<file path="config.mk">
export PLATFORM = sky130hd
export DESIGN_NAME = handheld_bus_decoder_with_mapper_core
export DESIGN_NICKNAME = d
export VERILOG_FILES = /design/src/design/hbd_pkg.sv /design/src/design/handheld_bus_decoder_with_mapper_core.sv /design/src/design/hbd_ctrl.sv /design/src/design/hbd_dp.sv
export SDC_FILE = /design/constraint.sdc
export NUM_CORES = 1
export LEC_CHECK = 0
export ABC_AREA = 1
export BUFFER_PORTS_ARGS = -buffer_cell sky130_fd_sc_hd__buf_2
export CORE_UTILIZATION = 60
export DETAILED_ROUTE_END_ITERATION = 12
export HOLD_SLACK_MARGIN = 0.02
export PLACE_DENSITY = 0.79
export SLEW_MARGIN = 5
export SYNTH_ARGS = -nofsm -noshare
export SYNTH_HDL_FRONTEND = slang
export SYNTH_SLANG_ARGS = --single-unit
</file>
<file path="constraint.sdc">
create_clock -name clk -period 16.5 [get_ports clk]
set_clock_uncertainty 0.2 [all_clocks]
set_input_delay 1.65 -clock clk [delete_from_list [all_inputs] [get_ports clk]]
set_output_delay 1.65 -clock clk [all_outputs]
set_load 0.005 [all_outputs]
</file>
<file path="src/design/hbd_pkg.sv">
// ---------------------------------------------------------------------------
// hbd_pkg: shared types and constants of the handheld bus decoder
// Transaction structs, target and mapper codes, register indexes, FSM states.
// ---------------------------------------------------------------------------
`timescale 1ns / 1ps
`default_nettype none

package hbd_pkg;

  typedef struct packed {
    logic        operation;
    logic [15:0] address;
    logic [7:0]  write_data;
    logic        lcd_enabled;
    logic [1:0]  pix_mode;
    logic        vram_bank_select;
    logic [2:0]  wram_bank_select;
  } in_item_t;

  typedef struct packed {
    logic [3:0]  target;
    logic [22:0] physical_offset;
    logic [7:0]  fixed_read_value;
  } out_item_t;

  // Target codes
  localparam logic [3:0] TGT_NONE   = 4'd0;
  localparam logic [3:0] TGT_BOOT   = 4'd1;
  localparam logic [3:0] TGT_ROM    = 4'd2;
  localparam logic [3:0] TGT_VRAM   = 4'd3;
  localparam logic [3:0] TGT_CRAM   = 4'd4;
  localparam logic [3:0] TGT_WRAM   = 4'd5;
  localparam logic [3:0] TGT_OAM    = 4'd6;
  localparam logic [3:0] TGT_IO     = 4'd7;
  localparam logic [3:0] TGT_HRAM   = 4'd8;
  localparam logic [3:0] TGT_IE     = 4'd9;
  localparam logic [3:0] TGT_MAPPER = 4'd10;

  // Mapper types
  localparam logic [1:0] MAP_NONE = 2'd0;
  localparam logic [1:0] MAP_MBC1 = 2'd1;
  localparam logic [1:0] MAP_MBC5 = 2'd2;

  // Operations
  localparam logic OP_READ  = 1'b0;
  localparam logic OP_WRITE = 1'b1;

  // Configuration register indexes
  localparam int unsigned CFG_ADDR_W = 3;
  localparam int unsigned CFG_DATA_W = 18;
  localparam logic [CFG_ADDR_W-1:0] CFG_MAPPER_TYPE      = 3'd0;
  localparam logic [CFG_ADDR_W-1:0] CFG_ROM_BANK_COUNT   = 3'd1;
  localparam logic [CFG_ADDR_W-1:0] CFG_CART_RAM_BYTES   = 3'd2;
  localparam logic [CFG_ADDR_W-1:0] CFG_BOOT_OVERLAY_ON  = 3'd3;
  localparam logic [CFG_ADDR_W-1:0] CFG_BOOT_IMAGE_BYTES = 3'd4;

  // Saturation limits
  localparam logic [9:0]  MAX_ROM_BANKS      = 10'd512;
  localparam logic [17:0] MAX_CART_RAM_BYTES = 18'd131072;

  // Fixed read values
  localparam logic [7:0] FIX_BLOCKED  = 8'hff;
  localparam logic [7:0] FIX_UNUSABLE = 8'h00;

  // Remainder unit: dividend width, bits retired per cycle, number of steps
  localparam int unsigned DIV_W     = 18;
  localparam int unsigned DIV_STEPS = 6;
  localparam int unsigned DIV_ITERS = DIV_W / DIV_STEPS;

  typedef enum logic [1:0] {
    ST_IDLE,
    ST_DIV,
    ST_OUT
  } state_t;

  typedef struct packed {
    logic accept;
    logic div_step;
    logic load_out;
  } ctl_cmd_t;

  typedef struct packed {
    logic need_mod;
    logic div_last;
    logic slot_free;
  } dp_sts_t;

endpackage : hbd_pkg

`default_nettype wire

</file>
<file path="src/design/handheld_bus_decoder_with_mapper_core.sv">
// ---------------------------------------------------------------------------
// handheld_bus_decoder_with_mapper_core: CPU bus decoder with cartridge mapper
// Decodes one bus transaction into target memory, offset and fixed read value.
// ---------------------------------------------------------------------------
// in_*  : one bus transaction per handshake (operation, address, data and the
//         display/bank context). Writes below 0x8000 update the mapper.
// out_* : one result per transaction, in order, held in an output register
//         until out_ready; a new transaction is taken while it waits.
// cfg_* : register writes (index, data), always ready; write only when idle.
// Most transactions pass from the idle state through DIV to OUT and into the
//   output register; the next is accepted once the sequencer is idle again.
//   Banked ROM reads (0x4000-0x7fff) and enabled cartridge RAM accesses run the
//   shared remainder unit in DIV, 6 bits a cycle over 18 bits, before OUT.
// A stalled receiver holds one result; the sequencer then waits with the next
//   decoded before loading it, and in_ready stays low.
// Reset: synchronous, active low; mapper set to ROM bank 1, RAM bank 0,
//   RAM disabled; registers return to their defaults; output empties.
// ---------------------------------------------------------------------------
`timescale 1ns / 1ps
`default_nettype none

module handheld_bus_decoder_with_mapper_core
  import hbd_pkg::*;
(
  input  wire logic                  clk,
  input  wire logic                  rst_n,
  input  wire logic                  in_valid,
  output logic                       in_ready,
  input  wire in_item_t              in_data,
  output logic                       out_valid,
  input  wire logic                  out_ready,
  output out_item_t                  out_data,
  input  wire logic                  cfg_valid,
  output logic                       cfg_ready,
  input  wire logic [CFG_ADDR_W-1:0] cfg_addr,
  input  wire logic [CFG_DATA_W-1:0] cfg_wdata
);

  ctl_cmd_t cmd;
  dp_sts_t  sts;

  assign cfg_ready = 1'b1;

  hbd_ctrl u_ctrl (
    .clk      (clk),
    .rst_n    (rst_n),
    .in_valid (in_valid),
    .in_ready (in_ready),
    .sts      (sts),
    .cmd      (cmd)
  );

  hbd_dp u_dp (
    .clk       (clk),
    .rst_n     (rst_n),
    .in_data   (in_data),
    .cfg_valid (cfg_valid),
    .cfg_addr  (cfg_addr),
    .cfg_wdata (cfg_wdata),
    .out_ready (out_ready),
    .out_valid (out_valid),
    .out_data  (out_data),
    .cmd       (cmd),
    .sts       (sts)
  );

endmodule : handheld_bus_decoder_with_mapper_core

`default_nettype wire

</file>
<file path="src/design/hbd_ctrl.sv">
// ---------------------------------------------------------------------------
// hbd_ctrl: transaction sequencer
// Accepts one access, waits on the remainder unit, hands off to the output.
// ---------------------------------------------------------------------------
`timescale 1ns / 1ps
`default_nettype none

module hbd_ctrl
  import hbd_pkg::*;
(
  input  wire logic     clk,
  input  wire logic     rst_n,
  input  wire logic     in_valid,
  output logic          in_ready,
  input  wire dp_sts_t  sts,
  output ctl_cmd_t      cmd
);

  state_t state_r, state_nxt;

  always_ff @(posedge clk) begin
    if (!rst_n) begin
      state_r <= ST_IDLE;
    end else begin
      state_r <= state_nxt;
    end
  end

  always_comb begin
    state_nxt = state_r;
    case (state_r)
      ST_IDLE: begin
        if (in_valid) state_nxt = ST_DIV;
      end
      ST_DIV: begin
        if (!sts.need_mod || sts.div_last) state_nxt = ST_OUT;
      end
      ST_OUT: begin
        if (sts.slot_free) state_nxt = ST_IDLE;
      end
      default: state_nxt = ST_IDLE;
    endcase
  end

  always_comb begin
    in_ready     = 1'b0;
    cmd.accept   = 1'b0;
    cmd.div_step = 1'b0;
    cmd.load_out = 1'b0;
    case (state_r)
      ST_IDLE: begin
        in_ready   = 1'b1;
        cmd.accept = in_valid;
      end
      ST_DIV: begin
        cmd.div_step = sts.need_mod;
      end
      ST_OUT: begin
        cmd.load_out = sts.slot_free;
      end
      default: begin
        in_ready = 1'b0;
      end
    endcase
  end

endmodule : hbd_ctrl

`default_nettype wire

</file>
<file path="src/design/hbd_dp.sv">
// ---------------------------------------------------------------------------
// hbd_dp: decode datapath
// Region decode, mapper registers, configuration, shared remainder unit and
// the output register.
// ---------------------------------------------------------------------------
`timescale 1ns / 1ps
`default_nettype none

module hbd_dp
  import hbd_pkg::*;
(
  input  wire logic                  clk,
  input  wire logic                  rst_n,
  input  wire in_item_t              in_data,
  input  wire logic                  cfg_valid,
  input  wire logic [CFG_ADDR_W-1:0] cfg_addr,
  input  wire logic [CFG_DATA_W-1:0] cfg_wdata,
  input  wire logic                  out_ready,
  output logic                       out_valid,
  output out_item_t                  out_data,
  input  wire ctl_cmd_t              cmd,
  output dp_sts_t                    sts
);

  localparam int unsigned CNT_W = (DIV_ITERS > 1) ? $clog2(DIV_ITERS) : 1;
  localparam logic [CNT_W-1:0] CNT_LAST = CNT_W'(DIV_ITERS - 1);

  // Configuration
  logic [1:0]  map_type_r;
  logic [9:0]  bank_cnt_r;
  logic [17:0] ram_bytes_r;
  logic        boot_on_r;
  logic [11:0] boot_bytes_r;

  // Mapper state
  logic [8:0]  prg_bnk_r, prg_bnk_nxt;
  logic [3:0]  cram_bnk_r, cram_bnk_nxt;
  logic        cram_en_r, cram_en_nxt;

  // Decoded transaction
  logic [3:0]  tgt_r, tgt_nxt;
  logic [22:0] off_r, off_nxt;
  logic [7:0]  fix_r, fix_nxt;
  logic        need_mod_r, need_mod_nxt;
  logic        mod_rom_r, mod_rom_nxt;

  // Remainder unit
  logic [DIV_W-1:0] dvd_r, dvd_nxt, dvd_ld;
  logic [DIV_W-1:0] dvs_r, dvs_ld;
  logic [DIV_W-1:0] rem_r, rem_nxt;
  logic [CNT_W-1:0] cnt_r;

  // Output register
  logic        out_valid_r;
  out_item_t   out_data_r;

  // Saturated sizes
  logic [9:0]  banks_sat;
  logic [17:0] size_sat;

  always_comb begin
    if (bank_cnt_r == 10'd0) begin
      banks_sat = 10'd1;
    end else if (bank_cnt_r > MAX_ROM_BANKS) begin
      banks_sat = MAX_ROM_BANKS;
    end else begin
      banks_sat = bank_cnt_r;
    end
    size_sat = (ram_bytes_r > MAX_CART_RAM_BYTES) ? MAX_CART_RAM_BYTES : ram_bytes_r;
  end

  // Region decode of the incoming transaction
  always_comb begin
    logic [15:0] a;
    logic [2:0]  wb;
    a            = in_data.address;
    wb           = (in_data.wram_bank_select == 3'd0) ? 3'd1 : in_data.wram_bank_select;
    tgt_nxt      = TGT_NONE;
    off_nxt      = '0;
    fix_nxt      = FIX_UNUSABLE;
    need_mod_nxt = 1'b0;
    mod_rom_nxt  = 1'b0;
    dvd_ld       = '0;
    dvs_ld       = '0;

    // echo of work RAM
    if (a >= 16'he000 && a < 16'hfe00) a = a - 16'h2000;

    if (a < 16'h8000) begin
      if (in_data.operation == OP_WRITE) begin
        tgt_nxt = TGT_MAPPER;
        off_nxt = {7'd0, a};
      end else if (boot_on_r && (a < 16'h0100 || (a >= 16'h0200 && a < 16'h0900)) &&
                   a < {4'd0, boot_bytes_r}) begin
        tgt_nxt = TGT_BOOT;
        off_nxt = {7'd0, a};
      end else begin
        tgt_nxt = TGT_ROM;
        if (a < 16'h4000) begin
          off_nxt = {7'd0, a};
        end else begin
          off_nxt      = {9'd0, a[13:0]};
          need_mod_nxt = 1'b1;
          mod_rom_nxt  = 1'b1;
          dvd_ld       = {9'd0, prg_bnk_r};
          dvs_ld       = {8'd0, banks_sat};
        end
      end
    end else if (a < 16'ha000) begin
      if (in_data.lcd_enabled && in_data.pix_mode == 2'd3) begin
        fix_nxt = FIX_BLOCKED;
      end else begin
        tgt_nxt = TGT_VRAM;
        off_nxt = {9'd0, in_data.vram_bank_select, a[12:0]};
      end
    end else if (a < 16'hc000) begin
      if (!cram_en_r || size_sat == 18'd0) begin
        fix_nxt = FIX_BLOCKED;
      end else begin
        tgt_nxt      = TGT_CRAM;
        need_mod_nxt = 1'b1;
        dvd_ld       = {1'b0, cram_bnk_r, a[12:0]};
        dvs_ld       = size_sat;
      end
    end else if (a < 16'hd000) begin
      tgt_nxt = TGT_WRAM;
      off_nxt = {11'd0, a[11:0]};
    end else if (a < 16'he000) begin
      tgt_nxt = TGT_WRAM;
      off_nxt = {8'd0, wb, a[11:0]};
    end else if (a < 16'hfea0) begin
      tgt_nxt = TGT_OAM;
      off_nxt = {15'd0, a[7:0]};
    end else if (a < 16'hff00) begin
      fix_nxt = FIX_UNUSABLE;
    end else if (a < 16'hff80) begin
      tgt_nxt = TGT_IO;
      off_nxt = {16'd0, a[6:0]};
    end else if (a < 16'hffff) begin
      tgt_nxt = TGT_HRAM;
      off_nxt = {16'd0, a[6:0]};
    end else begin
      tgt_nxt = TGT_IE;
    end
  end

  // Mapper register writes
  always_comb begin
    logic [15:0] a;
    logic [7:0]  v;
    a            = in_data.address;
    v            = in_data.write_data;
    prg_bnk_nxt  = prg_bnk_r;
    cram_bnk_nxt = cram_bnk_r;
    cram_en_nxt  = cram_en_r;
    if (in_data.operation == OP_WRITE && a < 16'h8000) begin
      case (map_type_r)
        MAP_MBC5: begin
          if (a < 16'h2000) begin
            cram_en_nxt = (v[3:0] == 4'ha);
          end else if (a < 16'h3000) begin
            prg_bnk_nxt = {prg_bnk_r[8], v};
          end else if (a < 16'h4000) begin
            prg_bnk_nxt = {v[0], prg_bnk_r[7:0]};
          end else if (a < 16'h6000) begin
            cram_bnk_nxt = v[3:0];
          end
        end
        MAP_MBC1: begin
          if (a < 16'h2000) begin
            cram_en_nxt = (v[3:0] == 4'ha);
          end else if (a < 16'h4000) begin
            prg_bnk_nxt = (v[4:0] == 5'd0) ? 9'd1 : {4'd0, v[4:0]};
          end else if (a < 16'h6000) begin
            cram_bnk_nxt = {2'd0, v[1:0]};
          end
        end
        default: begin
          prg_bnk_nxt = prg_bnk_r;
        end
      endcase
    end
  end

  // Restoring remainder, DIV_STEPS bits per cycle
  always_comb begin
    logic [DIV_W:0]   t;
    logic [DIV_W-1:0] r;
    logic [DIV_W-1:0] d;
    r = rem_r;
    d = dvd_r;
    for (int j = 0; j < DIV_STEPS; j++) begin
      t = {r, d[DIV_W-1]};
      if (t >= {1'b0, dvs_r}) t = t - {1'b0, dvs_r};
      r = t[DIV_W-1:0];
      d = {d[DIV_W-2:0], 1'b0};
    end
    rem_nxt = r;
    dvd_nxt = d;
  end

  always_ff @(posedge clk) begin
    if (!rst_n) begin
      map_type_r   <= MAP_NONE;
      bank_cnt_r   <= 10'd2;
      ram_bytes_r  <= 18'd0;
      boot_on_r    <= 1'b1;
      boot_bytes_r <= 12'd2304;
    end else if (cfg_valid) begin
      case (cfg_addr)
        CFG_MAPPER_TYPE:      map_type_r   <= cfg_wdata[1:0];
        CFG_ROM_BANK_COUNT:   bank_cnt_r   <= cfg_wdata[9:0];
        CFG_CART_RAM_BYTES:   ram_bytes_r  <= cfg_wdata[17:0];
        CFG_BOOT_OVERLAY_ON:  boot_on_r    <= cfg_wdata[0];
        CFG_BOOT_IMAGE_BYTES: boot_bytes_r <= cfg_wdata[11:0];
        default:              map_type_r   <= map_type_r;
      endcase
    end
  end

  always_ff @(posedge clk) begin
    if (!rst_n) begin
      prg_bnk_r  <= 9'd1;
      cram_bnk_r <= 4'd0;
      cram_en_r  <= 1'b0;
    end else if (cmd.accept) begin
      prg_bnk_r  <= prg_bnk_nxt;
      cram_bnk_r <= cram_bnk_nxt;
      cram_en_r  <= cram_en_nxt;
    end
  end

  always_ff @(posedge clk) begin
    if (cmd.accept) begin
      tgt_r      <= tgt_nxt;
      off_r      <= off_nxt;
      fix_r      <= fix_nxt;
      need_mod_r <= need_mod_nxt;
      mod_rom_r  <= mod_rom_nxt;
      dvd_r      <= dvd_ld;
      dvs_r      <= dvs_ld;
      rem_r      <= '0;
      cnt_r      <= '0;
    end else if (cmd.div_step) begin
      dvd_r <= dvd_nxt;
      rem_r <= rem_nxt;
      cnt_r <= cnt_r + CNT_W'(1);
    end
  end

  // Output register: hold until the receiver takes it
  always_ff @(posedge clk) begin
    if (!rst_n) begin
      out_valid_r <= 1'b0;
    end else if (cmd.load_out) begin
      out_valid_r <= 1'b1;
    end else if (out_ready) begin
      out_valid_r <= 1'b0;
    end
  end

  always_ff @(posedge clk) begin
    if (cmd.load_out) begin
      out_data_r.target           <= tgt_r;
      out_data_r.fixed_read_value <= fix_r;
      if (!need_mod_r) begin
        out_data_r.physical_offset <= off_r;
      end else if (mod_rom_r) begin
        out_data_r.physical_offset <= {rem_r[8:0], off_r[13:0]};
      end else begin
        out_data_r.physical_offset <= {6'd0, rem_r[16:0]};
      end
    end
  end

  assign out_valid     = out_valid_r;
  assign out_data      = out_data_r;
  assign sts.need_mod  = need_mod_r;
  assign sts.div_last  = (cnt_r == CNT_LAST);
  assign sts.slot_free = !out_valid_r || out_ready;

endmodule : hbd_dp

`default_nettype wire

</file>
* Word level (Yosys, flattened, before mapping)
Cells that the tools add are included.
** Word-level totals
- Input bits :: 58
- Output and inout bits :: 38
- Bits in registers :: 188
- Word-level logic and storage cells :: 208
** Operators by class
- Multiplexer cells :: 91
- Add/subtract/negate cells :: 8
- Magnitude comparators :: 29
- Eq/ne operators :: 24
- Reduce and logical (&&, ||, !) cells :: 33
** Operator list (count)
- 2-to-1 mux 18 bit :: 20
- 2-to-1 mux 23 bit :: 12
- less-than comparator 16 bit (second input constant) :: 11
- >= comparator 19 x 18 -> 1 bit :: 6
- subtractor 18 bit :: 6
- 2-to-1 mux 4 bit :: 16
- 2-to-1 mux 9 bit :: 6
- less-than comparator 16 x 15 -> 1 bit (second input constant) :: 3
- less-than comparator 16 x 14 -> 1 bit (second input constant) :: 2
- 2-to-1 mux 16 bit :: 2
- 2-to-1 mux 8 bit :: 4
- 2-to-1 mux 10 bit :: 3
- > comparator 18 bit (second input constant) :: 1
- logical NOT 18 bit :: 1
- one-hot mux 9 bit (2 select lines) :: 1
- 2-to-1 mux 17 bit :: 1
- >= comparator 16 x 10 -> 1 bit (second input constant) :: 1
- >= comparator 16 bit (second input constant) :: 1
- less-than comparator 16 x 12 -> 1 bit :: 1
- less-than comparator 16 x 12 -> 1 bit (second input constant) :: 1
- less-than comparator 16 x 9 -> 1 bit (second input constant) :: 1
- subtractor 16 x 14 -> 16 bit (second input constant) :: 1
- 2-to-1 mux 1 bit :: 14
- 2-to-1 mux 14 bit :: 1
- other kinds (31) :: 69

* Depth between registers and ports, before layout
Gate-level depths: netlist of run 1.
- Depth after elaboration :: 13
- Mapped depth :: 94
- Gate-level depth less buffers :: 88

* Hierarchy
A second synthesis of run 1 with hierarchy kept.
** Unflattened totals
- Cell total of the unflattened synthesis :: 2055
- Area total of the unflattened synthesis :: 14177.3 um^2
** Modules (own cells, without submodules)
- hbd_dp :: instances 1, sequential area each 4174.0 um^2, cells an instance 2032, area each 14034.7 um^2
- hbd_ctrl :: instances 1, sequential area each 40.0 um^2, cells an instance 21, area each 131.4 um^2
- handheld_bus_decoder_with_mapper_core :: instances 1, sequential area each 0.0 um^2, cells an instance 2, area each 11.3 um^2

* Worst setup path after synthesis of run 1
OpenSTA, ideal clock, no wires.
- Path type :: reg-to-reg
- From :: register u_dp.dvs_r[1]
- To :: register u_dp.rem_r[10]
- Library setup time :: 113 ps
- Stages on the path, launching flop included :: 79
- Slack :: 4093 ps
- Period minus slack after synthesis :: 12407 ps
- Buffers on the path :: 8
- Required time :: 16187 ps
- Arrival time :: 12094 ps
- Cells stage by stage :: edfxtp_1 -> inv_1 -> ha_1 -> nand3_1 -> nand3_1 -> nand3b_1 -> nand4_2 -> inv_1 -> clkbuf_1 -> nand2_1 -> o21ai_0 -> inv_1 -> ha_1 -> inv_1 -> nor3_1 -> nand2_1 -> nand2_1 -> nand2_1 -> [... 43 more ...] -> a21boi_0 -> o21ai_1 -> a21oi_1 -> buf_2 -> buf_2 -> nand3_1 -> nand2_1 -> inv_1 -> ha_1 -> a21oi_1 -> o21ai_0 -> a221oi_1 -> nand3_1 -> a211oi_2 -> clkbuf_1 -> nand3_1 -> nand3_1 -> nand2_1
** Between the ends
- Word-level cells in the longest chain between the ends :: 12
- Elaborated cells on any way between the ends :: 18
- Classes of those cells :: 6 x add/sub; 6 x order compare; 6 x mux
** RTL lines
- start: declaration :: line hbd_dp.sv:49 : logic [DIV_W-1:0] dvs_r, dvs_ld;
- start signal: assignment :: line hbd_dp.sv:241 : dvs_r <= dvs_ld;
- subtractor 18 bit / >= comparator 19 x 18 -> 1 bit (equally long branches) :: line hbd_dp.sv:194 : if (t >= {1'b0, dvs_r}) t = t - {1'b0, dvs_r};
- 2-to-1 mux 18 bit :: line hbd_dp.sv:194
- subtractor 18 bit / >= comparator 19 x 18 -> 1 bit (equally long branches) :: line hbd_dp.sv:194
- 2-to-1 mux 18 bit :: line hbd_dp.sv:194
- subtractor 18 bit / >= comparator 19 x 18 -> 1 bit (equally long branches) :: line hbd_dp.sv:194
- 2-to-1 mux 18 bit :: line hbd_dp.sv:194
- subtractor 18 bit / >= comparator 19 x 18 -> 1 bit (equally long branches) :: line hbd_dp.sv:194
- 2-to-1 mux 18 bit :: line hbd_dp.sv:194
- subtractor 18 bit / >= comparator 19 x 18 -> 1 bit (equally long branches) :: line hbd_dp.sv:194
- 2-to-1 mux 18 bit :: line hbd_dp.sv:194
- subtractor 18 bit / >= comparator 19 x 18 -> 1 bit (equally long branches) :: line hbd_dp.sv:194
- 2-to-1 mux 18 bit * :: line hbd_dp.sv:194
- end signal: assignment :: line hbd_dp.sv:246 : rem_r <= rem_nxt;
- end: declaration :: line hbd_dp.sv:50 : logic [DIV_W-1:0] rem_r, rem_nxt;
Every way passes the cells marked *; elsewhere a longest branch is shown, timed or not.
A chain may end at the register's enable or synchronous reset.

* Final worst setup path of run 1
- From :: register u_dp.dvs_r[1]
- To :: register u_dp.rem_r[16]
The elaborated chain is that of the path after synthesis.

==> results.yml, run 1 <==
floorplan:
  fp.dieH_um: 155.0
  io-pin-count: 96
  die_area_sq_um: 24040
  initial_core_util_pct: 61.69
  row_count: 55
  core_sq_um: 22780
  die_w_um: 155.0
timing:
  whs_ps: 221.2
  worstMarginPinSlew_ps: 1270
  rsz0062_at_grt: "false"
  finalCriticalPeriod_ps: 14940
  hold_violations: 0
  setup_viol: 0
  finalSetupTns_ps: 0
  period_share_pct: 90.56
  fmax_mhz: 66.92
  slew_headroom_pct: 15.01
  slew_violations: 0
drt:
  drt-initial-drc-count: 1039
  remaining_drc_errors: 0
  wl_met2_um: 20270
  drt-met1-wl_um: 17170
  dr.pass1.iters: 5
  avgViaCountPerCell: 5.750
  drt-total-wl_um: 42120
  wire_per_inst_um: 17.43
  wl_met3_um: 2810
  vias: 13900
  antenna_left: 0
  top_layer: "met4"
final_layout:
  final_nets: 2279
  multi_input_area_sq_um: 8393
  antenna_cells: 0
  nFillCells: 2045
  syn_to_final_growth_pct: 9.055
  seqCellArea_sq_um: 4214
  drive_above_1_share_pct: 8.508
worst_setup_path:
  critPathMaxStageDelay_ps: 640
  critPathLaunchType: "flop"
  crit_arrival_ps: 15060
  cp_max_fo: 32
  cp_common_cell: "nand2_1"
  critPathSlowestCell: "edfxtp_1"
  endpoint_kind: "flop"
  worstSetupPathType: "flop to flop"
  cp.required_ps: 16620
placement:
  globalplace.congestion: 0.9818
  hpwl_um: 32720
  portBuffers: 94
yosys:
  synth_top_family_by_area: "simple AND/OR/NAND/NOR gates"
  synth.cell_area_sq_um: 14050
  synth_xor_area_share_pct: 5.609
  synth-edff-count: 87
  synth-async-reset-ratio_pct: 0
  synth_warnings: 0
  synth_flop_cell: "edfxtp_1"
  yosys.area_share.simple_pct: 26.69
  avgSynthCellArea_sq_um: 6.950
  synth_fa_ha_area_share_pct: 11.90
  yosysSeqAreaShare_pct: 29.99
  postSynthCellCount: 2022
  synth_cell_types: 59
  syn-num-nets: 2210
  synth_compound_area_share_pct: 15.04
  synth_seq_cells: 167
  synthMuxAreaShare_pct: 0.3205
grt:
  grt_overflow_total: 0
  grt_pass1_vias: 12880
  grt_pass1_wl_um: 66130
  grt_use_total_pct: 35.47
  grt_max_degree: 53
  antenna_found_initial: 0
clocking:
  htree_levels: 4
  clock-root-buffer: "clkbuf_16"
  cts_buffers: 17
  clock_latency_ps: 430
  cts_hold_buf: 0
  clkTransAtPathRegs_ps: 70
  cts_tree: "yes"
  ctsLongestPathBuffers: 2
  cts.sinks: 167
job:
  maxCapViolCount: 0
min_path:
  min_path_type: "flop to flop"
outcome:
  status: "complete, no violations"
## through the flow
step	utilization (%)	instances	area, sq um	setup slack [ps]
2_1_floorplan	-	2022	14050	4093
3_3_place_gp	64.44	2381	14680	1922
3_5_place_dp	64.44	2381	14680	1334
4_1_cts	67.11	2413	15290	1274
5_1_grt	67.28	2417	15320	72.14
6_report	67.28	2417	15320	1557
## path summary, 6_finish.rpt
| kind | depth (start not counted) | slack, ps | end | startpoint |
|---|---|---|---|---|
| hold / removal | 0 | 220 | u_dp.out_data[31] | u_dp.tgt_r[0] |
| setup reg to reg | 75 | 1560 | u_dp.rem_r[16] | u_dp.dvs_r[1] |
| setup / recovery | 75 | 1560 | u_dp.rem_r[16] | u_dp.dvs_r[1] |
| hold reg to reg | 0 | 220 | u_dp.out_data[31] | u_dp.tgt_r[0] |
## repair_timing
action / CTS / global route
buffers inserted: 0 / 4
resized for setup: 0 / 1
hold endpoints to repair: 0 / 0
setup endpoints to repair: 0 / 18
## layer usage
| metal | up-vias | global-route usage (%) |
|---|---|---|
| met5 | - | 0 |
| met4 | 0 | 16.41 |
| met3 | 105 | 4.290 |
| met2 | 584 | 62.23 |
| met1 | 6391 | 43.40 |
| li1 | 6818 | - |
## cells by family after synthesis
logic type	after synthesis
compound gates	383
xor+xnor	90
simple gates	877
flops	167
mux	4
buf+inv	369
other cells	2
fa+ha+maj	130
## synth_stat cells (9+ instances only)
| cell type | number | area, sq um |
|---|---|---|
| nand2_1 | 504 | 1892 |
| inv_1 | 309 | 1160 |
| a21oi_1 | 154 | 770.7 |
| o21ai_0 | 148 | 740.7 |
| nor2_1 | 139 | 521.8 |
| nand3_1 | 133 | 665.6 |
| ha_1 | 124 | 1551 |
| edfxtp_1 | 87 | 2613 |
| dfxtp_1 | 80 | 1602 |
| xor2_1 | 49 | 429.2 |
| xnor2_1 | 41 | 359.1 |
| nor3_1 | 40 | 200.2 |
| clkbuf_1 | 26 | 97.59 |
| nand4_1 | 19 | 118.9 |
| a31oi_1 | 11 | 68.82 |
| buf_2 | 10 | 50.05 |
| a21o_1 | 9 | 67.56 |
| buf_4 | 9 | 67.56 |
| nand2_2 | 9 | 56.30 |
## layout by cell type, fill, tap and decap left out, types with 49 or more instances in the layout
cell type	synthesis	final
nand2_1	504	504
inv_1	309	308
a21oi_1	154	154
o21ai_0	148	148
nor2_1	139	139
nand3_1	133	133
ha_1	124	124
buf_2	10	94
edfxtp_1	87	87
dfxtp_1	80	80
xor2_1	49	49
## area by class of cell
type	instances	share of cell area [%]
multi-input cells	1486	54.77
flip-flops and latches	167	27.50
inverters	318	7.789
repair buffers	101	3.413
clock buffers	17	2.776
well taps	313	2.556
clock inverters	15	1.200
## registers in the layout, indices dropped and copies added (netlist names)
signal	count
u_dp.out_data	28
u_dp.dvd_r	18
u_dp.dvs_r	18
u_dp.ram_bytes_r	18
u_dp.rem_r	18
u_dp.off_r	16
u_dp.boot_bytes_r	12
u_dp.bank_cnt_r	10
u_dp.prg_bnk_r	9
u_dp.cram_bnk_r	4
u_dp.tgt_r	4
u_ctrl.state_r	2
u_dp.cnt_r	2
u_dp.map_type_r	2
u_dp.boot_on_r	1
u_dp.cram_en_r	1
u_dp.fix_r	1
u_dp.mod_rom_r	1
u_dp.need_mod_r	1
u_dp.out_valid	1
## critical path, delay by kind of cell, from the launching register on
kind | cells | cell delay, ps
DFF | 1 | 640
and+or+nand+nor | 36 | 4530
AOI/OAI and AO/OA | 22 | 5380
buffers and inverters | 10 | 1710
xor gates and xnor gates | 1 | 170
adders and majority gates | 6 | 2130
Power of run 1 is not shown: default switching activity piles up to over one toggle a cycle in this logic, so the estimate is an artifact.
==> run 2, diff against run 1 <==
ABC_AREA = unset   (was 1)
TNS_END_PERCENT = 50   (was unset)
==> run 2 against run 1 <==
The flow now finishes with violations (DRC). Die area is 3.4% lower. Count of clock-buffer cells in the layout is the same. Non-clock buffer count grew 35. Final cell count fell by 20%. Final area shrank 1.2%. Sequential share of layout area up 0.34 points. Synthesized cell count fell by 24%. Global-route usage shrank 1.5 points. Routed wire length fell by 5.9%. Flip-flop and latch count is the same. Largest cell class unchanged.
==> results.yml, run 2 <==
yosys:
  synth-async-reset-ratio_pct: 0
  synth.top_cell.area_share_pct: 19.26
  postSynthCellCount: 1538
  yosys-top-cells-area: "edfxtp_1, dfxtp_1, ha_1"
  synth.top_cells.by_count: "nand2_1, ha_1, nor2_1"
  synth_flop_cell: "edfxtp_1"
  synth_seq_cells: 167
  yosysMostFrequentCell: "nand2_1"
  synth_warnings: 0
  syn-num-nets: 1726
  yosysSeqAreaShare_pct: 31.06
  yosysTopAreaCell: "edfxtp_1"
  synth_cell_types: 84
  synth-edff-count: 87
  synth.cell_area_sq_um: 13570
  avgSynthCellArea_sq_um: 8.821
job:
  maxCapViolCount: 0
floorplan:
  io-pin-count: 96
  row_count: 54
  core_sq_um: 22030
  die_area_sq_um: 23220
  initial_core_util_pct: 61.59
  die_w_um: 152.4
  fp.dieH_um: 152.4
final_layout:
  final_cell_mix: "nand2_1, ha_1, buf_2"
  nFillCells: 1762
  final_nets: 1825
  drive_above_1_share_pct: 17.33
  antenna_cells: 0
  fin_util_pct: 68.72
  syn_to_final_growth_pct: 11.57
  fin_area_sq_um: 15140
  largest_reg_flops: 28
  layout_commonest_cell: "nand2_1"
clocking:
  htree_levels: 4
  cts.sinks: 167
  cts_buffers: 17
  clock-root-buffer: "clkbuf_16"
  clkTransAtPathRegs_ps: 80
  cts_tree: "yes"
  clock_latency_ps: 430
  ctsLongestPathBuffers: 2
outcome:
  status: "finished with violations"
  violations: "DRC"
timing:
  fmax_mhz: 63.67
  slew_headroom_pct: 21.19
  hold_violations: 0
  finalCriticalPeriod_ps: 15710
  period_share_pct: 95.18
  setup_viol: 0
  worstMarginPinSlew_ps: 1171
  slew_violations: 0
drt:
  vias: 12250
  drt-initial-drc-count: 1168
  drt-total-wl_um: 39620
  wire_per_inst_um: 20.53
  dr.pass1.iters: 10
  remaining_drc_errors: 4
  avgViaCountPerCell: 6.347
  antenna_left: 0
worst_setup_path:
  cp.required_ps: 16590
  critPathSlowestCell: "fa_1"
  endpoint_kind: "flop"
  critPathLaunchType: "flop"
  crit_arrival_ps: 15790
  critPathMaxStageDelay_ps: 440
  cp_max_fo: 17
  worstSetupPathType: "flop to flop"
grt:
  grt_pass1_vias: 11410
  antenna_found_initial: 1
  grt_use_total_pct: 33.92
  grt_overflow_total: 0
  grt_max_degree: 61
  grt_pass1_wl_um: 61420
placement:
  post_dp_cell_area_sq_um: 14370
  globalplace.congestion: 1.040
  hpwl_um: 30710
  portBuffers: 94
min_path:
  min_path_type: "flop to flop"
-- run 2: area by class of cell --
cell class / count / area [sq um] / share of cell area, %
multi-input cells: 1240 / 8859 / 58.52
flip-flops and latches: 167 / 4214 / 27.84
repair buffers: 136 / 804.5 / 5.315
clock buffers: 17 / 425.4 / 2.810
well taps: 280 / 350.3 / 2.314
inverters: 75 / 285.3 / 1.885
clock inverters: 15 / 198.9 / 1.314
-- run 2: logic make-up after synthesis --
logic type               synth area share (%)
multiplexers                            9.195
adder cells (fa/ha/maj)                 12.32
other                                 0.05536
AND/OR/NAND/NOR                         18.29
flip-flops                              31.06
buffers and inverters                   4.205
XOR/XNOR                                5.035
AO/OA/AOI/OAI                           19.84
-- run 2: worst paths after layout --
kind,startpoint,endpoint,slack (ps),cells past startpoint
hold reg to reg,u_dp.tgt_r[0],u_dp.out_data[31],220,0
setup reg to reg,u_dp.dvd_r[17],u_dp.rem_r[8],790,70
setup / recovery,u_dp.dvd_r[17],u_dp.rem_r[8],790,70
hold / removal,u_dp.tgt_r[0],u_dp.out_data[31],220,0
-- run 2: repair_timing --
| item | CTS | global route |
|---|---|---|
| setup endpoints to repair | 0 | 18 |
| setup buffers | 0 | 7 |
| resized for setup | 0 | 29 |
| hold buffers | 0 | 0 |
-- run 2: worst max-delay path, delay by kind of cell (launching register included) --
kind	cells	cell delay, ps
DFF	1	390
muxes	6	1870
adders and majority gates	7	2300
and+or+nand+nor	14	2230
buffers and inverters	9	1350
AOI/OAI and AO/OA	33	7060
xor gates and xnor gates	1	140
-- run 2: routing by layer --
layer	global-route usage, %	wire, um	vias to the layer above
met1	46.66	17220	5759
met4	12.97	1491	2
met3	6.513	3680	97
met2	52.73	17210	571
li1	-	-	5821
met5	0	13	-
-- run 2: stage by stage --
step	hold WS (ps)	setup slack (ps)	setup TNS [ps]	instances
after global placement	202.2	890.8	0	1890
after CTS	217.9	341.3	0	1922
final	216.6	795.0	0	1930
after floorplan	200.3	579.0	0	1538
after global routing	217.1	-65.80	-441.3	1930
after detailed placement	205.4	399.0	0	1890
Power of run 2 is left out for the same reason.
==> run 3, diff against run 2 <==
SYNTH_HIERARCHICAL = 1   (was unset)
==> run 3 against run 2 <==
The flow now finishes without violations. Sequential share of layout area decreased by 1.2 points. Synthesized cell count increased by 4.7%. Critical path depth decreased by 5. Largest cell class unchanged. Flip-flop and latch count unchanged. Die area increased by 4.2%. Routed wire length increased by 11%.
==> results.yml, run 3 <==
drt:
  dr.pass1.iters: 5
  wire_per_inst_um: 21.36
  drt-met1-wl_um: 17770
  vias: 12930
  wl_met2_um: 19940
  drt-initial-drc-count: 1131
  top_layer: "met4"
  wl_met3_um: 3707
  avgViaCountPerCell: 6.303
  remaining_drc_errors: 0
  drt-total-wl_um: 43840
  antenna_left: 0
worst_setup_path:
  cp_max_fo: 20
  crit_arrival_ps: 15660
  crit_buf_inv: 9
  cp.required_ps: 16570
  crit_start: "u_dp/dvs_r[3]"
  endpoint_kind: "flop"
  crit_family: "compound AO/OA/AOI/OAI gates"
  critPathMaxStageDelay_ps: 400
  reg2reg_from: "u_dp/dvs_r[3]"
  cp_num_cells: 65
  critPathLaunchType: "flop"
  critPathSlowestCell: "or3_1"
  r2r_cells: 65
  worstSetupPathType: "flop to flop"
  cp_common_cell: "ha_1"
yosys:
  synth.cell_area_sq_um: 14140
  synth-edff-count: 87
  synth.top_cells.by_count: "nand2_1, ha_1, nor2_1"
  yosysTopAreaCell: "edfxtp_1"
  synth_flop_cell: "edfxtp_1"
  yosysSeqAreaShare_pct: 29.80
  syn-num-nets: 1797
  yosys-top-cells-area: "edfxtp_1, dfxtp_1, ha_1"
  avgSynthCellArea_sq_um: 8.783
  yosysMostFrequentCell: "nand2_1"
  synth.top_cell.area_share_pct: 18.47
  synth_warnings: 6
  synth_cell_types: 93
  postSynthCellCount: 1610
  synth_seq_cells: 167
  synth-async-reset-ratio_pct: 0
floorplan:
  initial_core_util_pct: 61.89
  fp.dieH_um: 155.5
  core_sq_um: 22850
  row_count: 55
  die_area_sq_um: 24190
  io-pin-count: 96
  die_w_um: 155.5
outcome:
  status: "complete, no violations"
placement:
  pre_cts_slack_ps: 187.6
  globalplace.congestion: 1.047
  hpwl_um: 33810
  portBuffers: 94
final_layout:
  layout_commonest_cell: "nand2_1"
  drive_above_1_share_pct: 17.77
  nFillCells: 1833
  syn_to_final_growth_pct: 11.96
  final_cell_mix: "nand2_1, ha_1, nor2_1"
  largest_reg_flops: 28
  antenna_cells: 0
  final_nets: 1913
clocking:
  cts_tree: "yes"
  clock-root-buffer: "clkbuf_16"
  clock_latency_ps: 430
  htree_levels: 4
  cts_hold_buf: 0
  cts.sinks: 167
  ctsLongestPathBuffers: 2
  clkTransAtPathRegs_ps: 70
  cts_buffers: 17
timing:
  setup_viol: 0
  fmax_mhz: 64.14
  worstMarginPinSlew_ps: 1241
  hold_violations: 0
  period_share_pct: 94.49
  finalCriticalPeriod_ps: 15590
  slew_violations: 0
  finalSetupTns_ps: 0
  slew_headroom_pct: 16.42
  final.setup.worst_slack_ps: 909.4
job:
  maxCapViolCount: 0
grt:
  grt_pass1_wl_um: 67190
  grt_pass1_vias: 12530
  grt_max_degree: 61
  antenna_found_initial: 0
  grt_overflow_total: 0
  grt_use_total_pct: 36.41
min_path:
  hold_depth: 0
  min_path_type: "flop to flop"
  min-delay-start: "u_dp/tgt_r[3]"
run 3: cell count changes after synthesis, moves of 12 or more:
cell | before | now
nor2_1 | 93 | 115
a211oi_1 | 9 | 25
a21o_1 | 39 | 27
inv_1 | 74 | 88
and2_1 | 15 | 28
o21ai_1 | 14 | 2
nand2_1 | 190 | 168
run 3: cells by family after synthesis:
kind of cell               count (synthesis)  synth area share (%)
muxes                                    119                 9.246
buffers and inverters                    147                 4.557
AOI/OAI and AO/OA                        420                 20.72
DFF                                      167                 29.80
adders and majority gates                129                 11.73
xor gates and xnor gates                  76                 4.707
other                                      2               0.05311
and+or+nand+nor                          550                 19.18
run 3: layer usage:
layer / vias up / GRT usage [%]
met5: - / 0
met4: 0 / 19.51
met3: 145 / 7.632
met2: 573 / 59.24
met1: 6075 / 45.33
li1: 6141 / -
run 3: path summary, 6_finish.rpt:
check | slack, ps | endpoint
max reg2reg | 910 | u_dp/rem_r[7]
max | 910 | u_dp/rem_r[7]
min reg2reg | 230 | u_dp/out_data[34]
min | 230 | u_dp/out_data[34]
run 3: area by class of cell:
class	count	area [sq um]	share of cell area (%)
clock inverters	15	160.2	1.012
well taps	313	391.6	2.474
flip-flops and latches	167	4214	26.62
multi-input cells	1297	9366	59.16
clock buffers	17	425.4	2.687
repair buffers	155	944.7	5.966
inverters	88	330.3	2.086
run 3: worst reg2reg max path, delay by kind of cell, from the launching register on:
family,cells,cell delay [ps]
and+or+nand+nor,13,2460
AOI/OAI and AO/OA,29,6450
adders and majority gates,6,1840
DFF,1,370
buffers and inverters,9,1540
muxes,8,2560
run 3: per-stage QoR:
step | util [%] | std cells | area [sq um] | hold slack (ps)
detailed placement | 66.18 | 2013 | 15120 | 210.5
finish | 69.30 | 2052 | 15830 | 226.7
CTS | 68.74 | 2045 | 15710 | 230.3
global placement | 66.18 | 2013 | 15120 | 204.6
global route | 69.30 | 2052 | 15830 | 232.5
floorplan | - | 1610 | 14140 | 200.3
run 3: repair_timing:
action | CTS | global route
gates resized for setup | 0 | 16
setup buffers | 0 | 6
setup endpoints to repair | 0 | 18
Power of run 3 is left out for the same reason.
